--- src/rtl/avg_pkg.sv ---
// Shared constants, types and the arctangent table of the arc vertex generator.
// Used by every module of the block; depends on nothing.
`default_nettype none

package avg_pkg;

  localparam int unsigned SEGMENTS_DEF = 30;

  localparam int unsigned COORD_W     = 16;
  localparam int unsigned RAD_W       = 15;
  localparam int unsigned ANGLE_W     = 16;
  localparam int unsigned SWEEP_W     = 18;
  localparam int unsigned PHASE_SHIFT = 8;
  localparam int unsigned PHASE_W     = ANGLE_W + PHASE_SHIFT;
  localparam int unsigned DIV_W       = SWEEP_W + PHASE_SHIFT;
  localparam int unsigned ANG_W       = PHASE_W + 1;
  localparam int unsigned XY_W        = 32;
  localparam int unsigned PROD_W      = XY_W + RAD_W + 1;
  localparam int unsigned FRAC_W      = 30;

  localparam int unsigned CORDIC_ITERS = 18;
  localparam int unsigned ATAN_W       = 22;

  localparam logic signed [XY_W-1:0]    CORDIC_X0        = 32'sd652032874;
  localparam logic signed [PHASE_W-1:0] QUARTER_TURN     = 24'sd4194304;
  localparam logic signed [PHASE_W-1:0] NEG_QUARTER_TURN = -24'sd4194304;

  localparam logic [ATAN_W-1:0] ATAN_LUT [CORDIC_ITERS] = '{
    22'd2097152, 22'd1238021, 22'd654136, 22'd332050, 22'd166669, 22'd83416,
    22'd41718,   22'd20860,   22'd10430,  22'd5215,   22'd2608,   22'd1304,
    22'd652,     22'd326,     22'd163,    22'd81,     22'd41,     22'd20
  };

  typedef struct packed {
    logic signed [XY_W-1:0]  x;
    logic signed [XY_W-1:0]  y;
    logic signed [ANG_W-1:0] a;
  } cord_t;

  typedef struct packed {
    logic signed [COORD_W-1:0] cx;
    logic signed [COORD_W-1:0] cy;
    logic [RAD_W-1:0]          radius;
    logic                      last;
  } side_t;

endpackage

`default_nettype wire

--- src/rtl/avg_cordic_cell.sv ---
// One rotation-mode CORDIC iteration, registered, with the vertex data riding along.
// Chained CORDIC_ITERS times by the top level; depends on avg_pkg.
`default_nettype none

module avg_cordic_cell #(
  parameter int unsigned STAGE = 0
) (
  input  logic           clk,
  input  logic           rst_n,
  input  logic           en,
  input  logic           in_vld,
  input  avg_pkg::cord_t in_cord,
  input  avg_pkg::side_t in_side,
  output logic           out_vld,
  output avg_pkg::cord_t out_cord,
  output avg_pkg::side_t out_side
);
  import avg_pkg::*;

  logic signed [XY_W-1:0]  xi;
  logic signed [XY_W-1:0]  yi;
  logic signed [ANG_W-1:0] ai;
  logic signed [XY_W-1:0]  dx;
  logic signed [XY_W-1:0]  dy;
  logic signed [ANG_W-1:0] ang_step;
  cord_t                   cord_nxt;
  logic                    vld_r;
  cord_t                   cord_r;
  side_t                   side_r;

  always_comb begin
    xi       = in_cord.x;
    yi       = in_cord.y;
    ai       = in_cord.a;
    dx       = yi >>> STAGE;
    dy       = xi >>> STAGE;
    ang_step = $signed({{(ANG_W - ATAN_W){1'b0}}, ATAN_LUT[STAGE]});
    if (!ai[ANG_W-1]) begin
      cord_nxt.x = xi - dx;
      cord_nxt.y = yi + dy;
      cord_nxt.a = ai - ang_step;
    end else begin
      cord_nxt.x = xi + dx;
      cord_nxt.y = yi - dy;
      cord_nxt.a = ai + ang_step;
    end
  end

  always_ff @(posedge clk) begin
    if (!rst_n) begin
      vld_r <= 1'b0;
    end else if (en) begin
      vld_r <= in_vld;
    end
  end

  always_ff @(posedge clk) begin
    if (en) begin
      cord_r <= cord_nxt;
      side_r <= in_side;
    end
  end

  assign out_vld  = vld_r;
  assign out_cord = cord_r;
  assign out_side = side_r;

endmodule

`default_nettype wire

--- config.mk ---
export PLATFORM = sky130hd
export DESIGN_NAME = avg_cordic_cell
export DESIGN_NICKNAME = d
export VERILOG_FILES = /design/src/rtl/avg_pkg.sv /design/src/rtl/avg_cordic_cell.sv
export SDC_FILE = /design/constraint.sdc
export NUM_CORES = 1
export LEC_CHECK = 0
export BUFFER_PORTS_ARGS = -buffer_cell sky130_fd_sc_hd__buf_4
export CAP_MARGIN = 10
export CORE_MARGIN = 10
export CORE_UTILIZATION = 45
export DETAILED_ROUTE_END_ITERATION = 12
export PLACE_DENSITY_LB_ADDON = 0.15
export SLEW_MARGIN = 20
export SYNTH_ARGS = -nofsm -noshare
export SYNTH_HDL_FRONTEND = slang
export SYNTH_SLANG_ARGS = --single-unit
--- constraint.sdc ---
create_clock -name clk -period 6.95 [get_ports clk]
set_clock_uncertainty 0.05 [all_clocks]
set_input_delay 0.695 -clock clk [delete_from_list [all_inputs] [get_ports clk]]
set_output_delay 0.695 -clock clk [all_outputs]
set_load 0.02 [all_outputs]
==> flow_metrics.py <==
metrics = {
    "route": {
        "routed-via-count": 8411,
        "drtPass1Iterations": 5,
        "ant_nets": 0,
        "routed_wl_mm": 33.1,
        "drc": 0,
        "viasPerCell": 5.56,
        "wl_per_cell_um": 21.9,
        "drt_iter0_markers": 682,
    },
    "global_route": {
        "gr-usage-met3_pct": 5.40,
        "overflow": 0,
        "use_met1_pct": 29.9,
        "antenna_found_initial": 0,
        "grt_busiest_layer": "met2",
        "grt_use_total_pct": 23.1,
        "grt_pass1_vias": 7953,
        "grt_max_degree": 80,
        "grt_pass1_wl_mm": 48.5,
        "use_met2_pct": 38.7,
    },
    "sta": {
        "setup_viol": 0,
        "rsz0062_at_grt": "no",
        "hold_viol_final": 0,
        "fin_hold_ws_ns": 0.392,
        "period_share_pct": 55.9,
        "tightest_slew_ns": 0.923,
        "setup_slack_ns": 3.07,
        "slew_viol_final": 0,
        "tns_ns": 0,
        "max_freq_ghz": 0.258,
        "relSlewSlack_pct": 38.5,
        "fin_crit_ns": 3.88,
    },
    "critical_path": {
        "path_class": "in -> reg",
        "worst-path-max-fanout": 11,
        "cp_data_required_time_ns": 7.05,
        "end_kind": "flip-flop",
        "crit-reg2reg-capture": "out_vld",
        "critPathArrivalTime_ns": 3.98,
        "worst-r2r-cell-count": 2,
        "r2r_slack_ns": 6.30,
        "r2r_start": "out_vld",
        "startpoint_type": "input port",
    },
    "floorplanning": {
        "die_h_um": 165,
        "pin_count": 279,
        "die-area_mm2": 0.0272,
        "rows": 53,
        "initial_core_util_pct": 45.3,
        "die_w_um": 165,
        "core-area_mm2": 0.0209,
    },
    "power_and_ir_drop": {
        "p_sw_uw": 984,
        "p_comb_share_pct": 31.2,
        "p_sw_share_pct": 33.6,
        "clock_power_share_pct": 32.2,
        "power.internal_mw": 1.94,
        "power_mw": 2.93,
        "power_per_cell_area_mw_per_mm2": 237,
        "seq_power_share_pct": 36.6,
        "irDropWorstVdd_mv": 0.153,
        "p_leak_nw": 5.55,
    },
    "clocking": {
        "clock_sinks": 137,
        "post-cts-setup-buffers": 0,
        "htreeDepth": 4,
        "root_buffer": "clkbuf_16",
        "clkTransAtPathRegs_ns": 0.06,
        "holdBufCountCts": 0,
        "cts_tree": "built",
        "cts_buffer_depth": 2,
        "numCtsBuffers": 17,
        "clkLatencyLatePin_ns": 0.42,
        "post_cts_resized": 0,
    },
    "synthesis": {
        "syn_avg_cell_area_um2": 9.80,
        "synth_seq_area_share_pct": 43.3,
        "yosys-top-cells-count": "136 x edfxtp_1, 110 x a21oi_1, 98 x nor2_1",
        "syn-cell-area_mm2": 0.00947,
        "synth.most_common_cell": "edfxtp_1",
        "synthCells": 966,
        "synth.largest_area_cell": "edfxtp_1",
        "yosys.cell_types.count": 64,
        "synthFlopType": "edfxtp_1",
        "synth_seq_cells": 137,
        "yosysWarnings": 0,
        "synth_enable_flop_cells": 136,
        "synth_top_area_share_pct": 43.1,
        "synth_area_leaders": "edfxtp_1 43%, ha_1 13%, a21oi_1 5.8%",
        "synthesis.nets": 1207,
        "ys_async_sr_fraction_pct": 0,
    },
    "min_path": {
        "hold_end": "out_cord[5]",
        "hp-class": "in -> reg",
        "hp-start": "in_cord[5]",
        "hold_depth": 1,
    },
    "place": {
        "gp_congestion": 0.942,
        "place_ws_ns": 2.80,
        "place_inst": 1480,
        "placed_area_mm2": 0.0118,
        "dp_hpwl_mm": 26.5,
        "port_buffers": 278,
    },
    "finish": {
        "antenna_cells": 0,
        "fill_cells": 1831,
        "fin_nets": 1465,
        "area_delta_synth_final_pct": 30.5,
        "postLayoutCoreUtil_pct": 59.2,
        "final_cells": 1512,
        "design_area_mm2": 0.0124,
        "drive_above_1_share_pct": 26.2,
    },
    "job": {
        "cap_violations": 0,
    },
    "run_status": {
        "outcome": "complete, no violations",
    },
}
==> worst max path at each step <==
stage                      from      endpoint  slack [ns]  cells after the start
CTS                 in_cord[28]  out_cord[56]        3.22                     12
global route        in_cord[30]  out_cord[83]        3.01                     12
detailed placement  in_cord[28]  out_cord[56]        2.80                     12
floorplan           in_cord[43]  out_cord[88]        3.53                     11
finish              in_cord[28]  out_cord[56]        3.07                     12
global placement    in_cord[28]  out_cord[56]        2.79                     12
==> placed cells by master, fill, tap and decap left out, types with 10 or more instances in the layout <==
cell / count
a21o_1: 24
nor2_1: 98
ha_1: 96
buf_4: 279
nand3_1: 13
inv_1: 92
xor2_1: 11
mux2i_1: 10
edfxtp_1: 136
o21bai_1: 11
clkbuf_16: 17
nor3_1: 16
nand2_1: 42
xnor2_1: 51
a21oi_1: 110
o21ai_0: 58
nor2b_1: 13
==> flip-flops by register name (all words and copies together) (netlist names) <==
| register | count |
|---|---|
| out_cord | 88 |
| out_side | 48 |
| out_vld | 1 |
==> logic make-up (layout without fill, tap and decap cells) <==
group	after synthesis	in the layout	synth area share, %
multiplexers	10	10	1.06
buffers and inverters	136	407	5.50
adder cells (fa/ha/maj)	100	100	13.5
flip-flops	137	137	43.3
XOR/XNOR	62	62	5.73
AND/OR/NAND/NOR	229	229	11.4
AO/OA/AOI/OAI	292	292	19.5
==> layer usage <==
layer / routed length, µm / vias up
li1: - / 3984
met1: 13800 / 3996
met2: 16000 / 406
met3: 2910 / 25
met4: 329 / 0
met5: 0 / -
==> power by group through the flow <==
stage,registers (mW),logic [mW],clock network [mW]
after floorplan,1.22,0.383,0
after global placement,1.08,0.910,0
after detailed placement,1.09,0.912,0
after CTS,1.07,0.916,0.960
after global routing,1.08,0.987,0.995
final,1.07,0.914,0.942
==> area by class of cell <==
type | count | area [µm²] | area share (%)
clock buffer | 17 | 425 | 3.44
clock inverter | 15 | 180 | 1.46
inverter | 95 | 357 | 2.88
multi-input combinational | 693 | 4850 | 39.2
sequential | 137 | 4100 | 33.2
tap | 275 | 344 | 2.78
timing repair buffer | 280 | 2110 | 17.0
==> worst max-delay path, stage by stage <==
cell	delay, ns
buf_4	0.09
inv_1	0.04
ha_1	0.44
and3_1	0.24
o21ai_0	0.09
o211ai_1	0.28
a221o_1	0.43
o41ai_2	0.55
o21ai_0	0.32
a2111oi_0	0.54
a211oi_1	0.10
xor2_1	0.16
Note: power is estimated with default switching activity, not from simulation.
