## config.mk

```make
export PLATFORM = sky130hd
export DESIGN_NAME = avg_place
export DESIGN_NICKNAME = d
export VERILOG_FILES = /design/src/rtl/avg_pkg.sv /design/src/rtl/avg_place.sv
export SDC_FILE = /design/constraint.sdc
export NUM_CORES = 1
export LEC_CHECK = 0
export BUFFER_PORTS_ARGS = -buffer_cell sky130_fd_sc_hd__clkbuf_2
export CORE_MARGIN = 4
export CORE_UTILIZATION = 61
export DETAILED_ROUTE_END_ITERATION = 8
export GPL_TIMING_DRIVEN = 0
export PLACE_DENSITY = 0.89
export SETUP_SLACK_MARGIN = 0.1
export SLEW_MARGIN = 10
export SYNTH_ARGS = -nofsm -noshare
export SYNTH_HDL_FRONTEND = slang
export SYNTH_SLANG_ARGS = --single-unit
```

## constraint.sdc

```tcl
create_clock -name clk -period 12.75 [get_ports clk]
set_input_delay 1.275 -clock clk [delete_from_list [all_inputs] [get_ports clk]]
set_output_delay 1.275 -clock clk [all_outputs]
set_load 0.05 [all_outputs]
```

## src/rtl/avg_pkg.sv

```systemverilog
// Shared constants, types and the arctangent table of the arc vertex generator.
// Used by every module of the block; depends on nothing.
`default_nettype none

package avg_pkg;

  localparam int unsigned SEGMENTS_DEF = 30;

  localparam int unsigned COORD_W     = 16;
  localparam int unsigned RAD_W       = 15;
  localparam int unsigned ANGLE_W     = 16;
  localparam int unsigned SWEEP_W     = 18;
  localparam int unsigned PHASE_SHIFT = 8;
  localparam int unsigned PHASE_W     = ANGLE_W + PHASE_SHIFT;
  localparam int unsigned DIV_W       = SWEEP_W + PHASE_SHIFT;
  localparam int unsigned ANG_W       = PHASE_W + 1;
  localparam int unsigned XY_W        = 32;
  localparam int unsigned PROD_W      = XY_W + RAD_W + 1;
  localparam int unsigned FRAC_W      = 30;

  localparam int unsigned CORDIC_ITERS = 18;
  localparam int unsigned ATAN_W       = 22;

  localparam logic signed [XY_W-1:0]    CORDIC_X0        = 32'sd652032874;
  localparam logic signed [PHASE_W-1:0] QUARTER_TURN     = 24'sd4194304;
  localparam logic signed [PHASE_W-1:0] NEG_QUARTER_TURN = -24'sd4194304;

  localparam logic [ATAN_W-1:0] ATAN_LUT [CORDIC_ITERS] = '{
    22'd2097152, 22'd1238021, 22'd654136, 22'd332050, 22'd166669, 22'd83416,
    22'd41718,   22'd20860,   22'd10430,  22'd5215,   22'd2608,   22'd1304,
    22'd652,     22'd326,     22'd163,    22'd81,     22'd41,     22'd20
  };

  typedef struct packed {
    logic signed [XY_W-1:0]  x;
    logic signed [XY_W-1:0]  y;
    logic signed [ANG_W-1:0] a;
  } cord_t;

  typedef struct packed {
    logic signed [COORD_W-1:0] cx;
    logic signed [COORD_W-1:0] cy;
    logic [RAD_W-1:0]          radius;
    logic                      last;
  } side_t;

endpackage

`default_nettype wire

```

## src/rtl/avg_place.sv

```systemverilog
// Scales one CORDIC component by the radius, rounds, adds the centre and saturates.
// Two register stages, instanced once per axis; depends on avg_pkg.
`default_nettype none

module avg_place (
  input  logic                               clk,
  input  logic                               en,
  input  logic [avg_pkg::RAD_W-1:0]          radius,
  input  logic signed [avg_pkg::XY_W-1:0]    coord,
  input  logic signed [avg_pkg::COORD_W-1:0] center,
  output logic signed [avg_pkg::COORD_W-1:0] vertex
);
  import avg_pkg::*;

  localparam int unsigned SH_W  = PROD_W - FRAC_W;
  localparam int unsigned SUM_W = SH_W + 1;
  localparam logic signed [PROD_W-1:0]  ROUND_HALF = PROD_W'(1) <<< (FRAC_W - 1);
  localparam logic signed [SUM_W-1:0]   SAT_HI = SUM_W'(2 ** (COORD_W - 1) - 1);
  localparam logic signed [SUM_W-1:0]   SAT_LO = -SUM_W'(2 ** (COORD_W - 1));

  logic signed [PROD_W-1:0]  prod_r;
  logic signed [PROD_W-1:0]  prod_nxt;
  logic signed [COORD_W-1:0] center_r;
  logic signed [PROD_W-1:0]  rounded;
  logic signed [SH_W-1:0]    scaled;
  logic signed [SUM_W-1:0]   sum;
  logic signed [COORD_W-1:0] vertex_nxt;
  logic signed [COORD_W-1:0] vertex_r;

  always_comb begin
    prod_nxt = $signed({1'b0, radius}) * coord;
    rounded  = prod_r + ROUND_HALF;
    scaled   = rounded[PROD_W-1:FRAC_W];
    sum      = {scaled[SH_W-1], scaled}
             + {{(SUM_W - COORD_W){center_r[COORD_W-1]}}, center_r};
    if (sum > SAT_HI) begin
      vertex_nxt = SAT_HI[COORD_W-1:0];
    end else if (sum < SAT_LO) begin
      vertex_nxt = SAT_LO[COORD_W-1:0];
    end else begin
      vertex_nxt = sum[COORD_W-1:0];
    end
  end

  always_ff @(posedge clk) begin
    if (en) begin
      prod_r   <= prod_nxt;
      center_r <= center;
      vertex_r <= vertex_nxt;
    end
  end

  assign vertex = vertex_r;

endmodule

`default_nettype wire

```

==> flow_summary.yaml, run 1 <==
timing:
  fmax_ghz: 0.123
  finalCritPeriodShare_pct: 63.8
  skew_ps: 11.0
  setup-tns-final_ps: 0
  tightest_slew_ps: 904
  setup_viol_count_final: 0
  post-route-min-period_ps: 8140
  slew_violations: 0
  hold_violations: 0
  rsz0062_at_grt: "no"
  slew_headroom_pct: 39.7
drt:
  antenna_left: 0
  first_pass_iters: 7
  drt_iter0_drc: 1208
  via_count: 14371
  drt_wl_total_microns: 51800
  drc: 0
  viasPerCell: 5.76
  wl_per_cell_microns: 20.7
global_routing:
  use_met3_pct: 7.97
  grt-ovfl-total: 0
  grt_use_met2_pct: 51.3
  first_global_vias: 15823
  gr-usage-all-layers_pct: 31.6
  grt_busiest_layer: "met2"
  grt_max_degree: 52
  grt_pass1_wl_microns: 82800
  antenna_found_initial: 2
  grt_use_met1_pct: 40.1
die:
  io_pins: 81
  rows: 64
  dieArea_sq_mm: 0.0340
  die_h_microns: 184
  core_area_sq_mm: 0.0307
  initial_core_util_pct: 61.8
  die_x_microns: 184
logic_synthesis:
  yosys-top-cells-area: "fa_1 (48%), inv_1 (9.5%), ha_1 (8.6%)"
  syn_area_per_cell_sq_um: 9.43
  async_reset_ff_share_pct: 0
  synth_cells: 2012
  synth_cell_types: 62
  netlist_area_sq_mm: 0.0190
  ys_warn_count: 0
  synth.most_common_cell: "inv_1"
  synthTopCellsByCount: "inv_1 (478), fa_1 (454), nand2_1 (286)"
  yosys.area.top_type: "fa_1"
  synth_top_area_share_pct: 47.9
  ys_seq_area_share_pct: 8.08
  ys_ff_latch: 51
  ys.flop_type: "edfxtp_1"
  synth_edf_count: 51
  synth_fp_nets: 2661
cts:
  cts_buffers: 5
  cts_tree: "done"
  holdBufCountCts: 0
  cts_setup_buffers: 0
  clock_latency_ps: 290
  clk_path_buf_depth: 2
  cts_resized: 0
  clk_transition_reported_paths_ps: 70
  clock-sinks: 51
  ctsHtreeMaxLevel: 2
  cts-root-buf: "clkbuf_16"
worst_setup_path:
  r2r_start: "prod_r[31]"
  crit_end: "prod_r[44]"
  end_kind: "flip-flop"
  cp-startpoint: "radius[1]"
  cp.required_ps: 12780
  crit_path_start_kind: "primary input"
  path_class: "in -> reg"
  reg2regPathDepth: 16
  r2r-end: "vertex[1]"
  reg2reg_slack_ps: 8700
  crit_arrival_ps: 8170
  cp_max_fo: 10
run:
  timing.max_cap.violations: 0
final_layout:
  fin_nets: 2749
  fin_area_sq_mm: 0.0201
  antenna-diode-count: 0
  synthToLayoutAreaGrowth_pct: 5.85
  drive_gt1_share_pct: 5.57
run_status:
  run_status: "complete, no violations"
placed_design:
  place_area_sq_mm: 0.0199
  place_hpwl_microns: 43300
  numPortBuffers: 80
  gp_congestion: 1.01
worst_hold_path:
  hold_class: "reg -> reg"
  hold_depth: 2
kinds of logic after synthesis:
kind of cell               count (synthesis)  share of synthesized area, %
xor gates and xnor gates                  55                          2.54
adders and majority gates                584                          56.5
DFF                                       51                          8.08
and+or+nand+nor                          601                          15.8
AOI/OAI and AO/OA                        160                          5.85
buffers and inverters                    561                          11.2
worst max-delay path, cell delays in order:
cell and delay [ps]:
clkbuf_2 200, clkbuf_1 660, nand2_1 290, fa_1 830, fa_1 490, inv_1 90
fa_1 440, fa_1 550, fa_1 500, inv_1 50, fa_1 470, inv_1 40
ha_1 310, nor2_1 140, nor2b_1 60, o21ai_0 560, nand3_1 190, o21ai_1 330
nor3_1 90, a2111oi_0 490, xnor2_1 110
per-stage QoR:
stage                     hold WS (ps)  worst slack [ps]  instances  utilization [%]
after floorplan                    626              5800       2012                -
after global placement             666              4470       2488             64.8
after detailed placement           666              4420       2488             64.8
after CTS                          694              4720       2496             65.4
after global routing               712              4350       2497             65.4
final                              689              4610       2497             65.4
state kept, by name (all words and copies together) (netlist names):
signal    count
prod_r       19
center_r     16
vertex       16
area by class of cell:
cell class                 instances  area, sq um
inverter                         478         1790
fill                            2352        10600
clock inverter                     3         67.6
tap                              396          495
sequential                        51         1530
buffer                            83          339
clock buffer                       5          125
multi-input combinational       1400        15300
timing repair buffer              81          420
worst min-delay path by stage:
stage | from | end | slack, ps
after global placement | center_r[0] | vertex[0] | 670
after detailed placement | center_r[0] | vertex[0] | 670
final | center_r[0] | vertex[0] | 690
after CTS | center_r[0] | vertex[0] | 690
after floorplan | center_r[0] | vertex[0] | 630
after global routing | center_r[0] | vertex[0] | 710
per-layer routing:
| layer | wire length (microns) | share of wire [%] | vias to the layer above |
|---|---|---|---|
| li1 | - | - | 6151 |
| met1 | 18600 | 36 | 7150 |
| met2 | 24100 | 46 | 847 |
| met3 | 6050 | 12 | 221 |
| met4 | 3090 | 6.0 | 2 |
| met5 | 9 | 0.017 | - |
layout by cell type, fill, tap and decap left out, drive strengths merged, types with 4 or more instances in the layout:
cell type	n
nand4	10
nand3	18
and2	229
xnor2	43
nand2	286
a211oi	8
o21ai	27
ha	130
nand2b	6
fa	454
buf	5
o21a	6
a2111oi	5
a21oi	41
clkbuf	164
a31oi	4
and3	7
a21o	37
o211ai	7
edfxtp	51
nor2b	5
nor2	20
inv	478
xor2	12
nor3	9
Power of run 1 is not shown: default switching activity piles up to over one toggle a cycle in this logic, so the estimate is an artifact.
==> run 2: changes to the inputs <==
--- a/config.mk
+++ b/config.mk
@@ -5,6 +5,7 @@
 export SDC_FILE = /design/constraint.sdc
 export NUM_CORES = 1
 export LEC_CHECK = 0
+export ABC_AREA = 1
 export BUFFER_PORTS_ARGS = -buffer_cell sky130_fd_sc_hd__clkbuf_2
 export CORE_MARGIN = 4
 export CORE_UTILIZATION = 61
==> constraint.sdc (replaced) <==
create_clock -name clk -period 8.2 [get_ports clk]
set_input_delay 0.82 -clock clk [delete_from_list [all_inputs] [get_ports clk]]
set_output_delay 0.82 -clock clk [all_outputs]
set_load 0.05 [all_outputs]
==> flow_summary.yaml, run 2 <==
run_status:
  run_status: "complete, no violations"
worst_setup_path:
  crit_path_start_kind: "primary input"
  r2r_start: "prod_r[29]"
  cp-startpoint: "radius[1]"
  cp_max_fo: 10
  path_class: "in -> reg"
  cp.required_ps: 8240
  end_kind: "flip-flop"
  crit_arrival_ps: 7650
global_routing:
  gr-usage-all-layers_pct: 34.0
  grt_max_degree: 52
  use_met3_pct: 7.83
  grt_use_met2_pct: 55.3
  antenna_found_initial: 0
  first_global_vias: 18980
  grt_use_met1_pct: 44.2
  grt-ovfl-total: 0
  grt_busiest_layer: "met2"
  grt_pass1_wl_microns: 96800
logic_synthesis:
  synth_cell_types: 32
  syn_area_per_cell_sq_um: 7.60
  netlist_area_sq_mm: 0.0207
  ys_seq_area_share_pct: 7.39
  async_reset_ff_share_pct: 0
  synth_fp_nets: 3376
  synth.most_common_cell: "inv_1"
  ys_warn_count: 0
  yosys.area.top_type: "fa_1"
  ys_ff_latch: 51
  ys.flop_type: "edfxtp_1"
  synth_edf_count: 51
  synthTopCellsByCount: "inv_1 (841), nand2_1 (790), fa_1 (454)"
  yosys-top-cells-area: "fa_1 (44%), inv_1 (15%), nand2_1 (14%)"
  synth_cells: 2727
  synth_top_area_share_pct: 43.9
cts:
  clk_path_buf_depth: 2
  cts_tree: "done"
  cts_resized: 0
  clock-sinks: 51
  clock_latency_ps: 290
  holdBufCountCts: 0
  cts_setup_buffers: 0
  cts_buffers: 5
  clk_transition_reported_paths_ps: 70
  cts-root-buf: "clkbuf_16"
  ctsHtreeMaxLevel: 2
timing:
  slew_violations: 0
  setup_viol_count_final: 0
  hold_violations: 0
  setup-tns-final_ps: 0
  tightest_slew_ps: 1150
  rsz0062_at_grt: "no"
  skew_ps: 6.22
  slew_headroom_pct: 23.4
  hold-worst-slack_ps: 685
  post-route-min-period_ps: 7620
  finalCritPeriodShare_pct: 92.9
  fmax_ghz: 0.131
placed_design:
  numPortBuffers: 80
  place_area_sq_mm: 0.0217
  dp.cells: 3255
  gp_congestion: 1.02
  place_hpwl_microns: 51200
final_layout:
  max_flop_register: "prod_r"
  fillers: 2876
  fin_nets: 3463
  synthToLayoutAreaGrowth_pct: 5.43
  drive_gt1_share_pct: 3.80
  instances_no_fill: 3263
  largest_reg_flops: 19
  layout_commonest_cell: "inv_1"
  final_cell_mix: "inv_1 (841), nand2_1 (790), fa_1 (454)"
  fin_area_sq_mm: 0.0219
drt:
  antenna_left: 0
  viasPerCell: 5.42
  via_count: 17676
  wl_per_cell_microns: 18.4
  drt_wl_total_microns: 60100
  first_pass_iters: 6
  drt_iter0_drc: 1661
  drc: 0
die:
  dieArea_sq_mm: 0.0370
  initial_core_util_pct: 61.8
  die_x_microns: 192
  io_pins: 81
  die_h_microns: 192
  core_area_sq_mm: 0.0335
  rows: 67
run:
  timing.max_cap.violations: 0
worst_hold_path:
  hp-start: "center_r[0]"
  hold_class: "reg -> reg"
[run 2: changes by cell type in the layout (fill, tap and decap cells not counted), moves of 27 or more]
| cell | delta |
|---|---|
| and2_1 | -228 |
| inv_1 | +363 |
| xnor2_1 | -28 |
| a21oi_1 | +27 |
| nor2_1 | +91 |
| nand2_1 | +504 |
[run 2: cell type report]
cell class | count | area (sq um) | share of cell area [%]
plain buffers | 79 | 312 | 1.43
diodes | 1 | 2.50 | 0.0115
multi-input cells | 1753 | 15700 | 71.9
clock inverters | 2 | 37.5 | 0.172
flip-flops and latches | 51 | 1530 | 7.01
clock buffers | 5 | 125 | 0.573
well taps | 448 | 561 | 2.57
repair buffers | 80 | 400 | 1.83
inverters | 844 | 3170 | 14.5
[run 2: layer usage]
metal  vias up  wire [microns]
met1      8571           22600
met4         0            3080
met2       957           27700
met3       240            6680
li1       7908               -
met5         -               0
[run 2: worst paths after layout]
| kind | endpoint | slack (ps) | cells past startpoint |
|---|---|---|---|
| setup / recovery | prod_r[44] | 580 | 22 |
| hold / removal | vertex[0] | 680 | 3 |
| setup reg to reg | vertex[11] | 4600 | 22 |
| hold reg to reg | vertex[0] | 680 | 3 |
[run 2: logic make-up after synthesis]
| kind of cell | synth area share [%] |
|---|---|
| AND/OR/NAND/NOR | 19.1 |
| XOR/XNOR | 1.65 |
| adder cells (fa/ha/maj) | 51.7 |
| flip-flops | 7.39 |
| AO/OA/AOI/OAI | 3.42 |
| buffers and inverters | 16.8 |
[run 2: critical path: stages]
cell	delay [ps]
clkbuf_2	190
clkbuf_1	670
nand2_1	290
fa_1	830
fa_1	450
inv_1	390
fa_1	530
fa_1	500
fa_1	490
inv_1	50
fa_1	510
inv_1	60
ha_1	400
nand2_1	110
inv_1	80
nand2_1	90
nor3_1	300
nand3_1	190
nor3_1	150
o21ai_0	270
nand4_1	180
nand2_1	80
[run 2: metrics by stage]
stage	setup WS, ps	util [%]
after floorplan	2130	-
after global placement	401	64.7
after detailed placement	443	64.7
after CTS	730	65.2
after global routing	324	65.2
final	584	65.2
Power of run 2 is left out for the same reason.
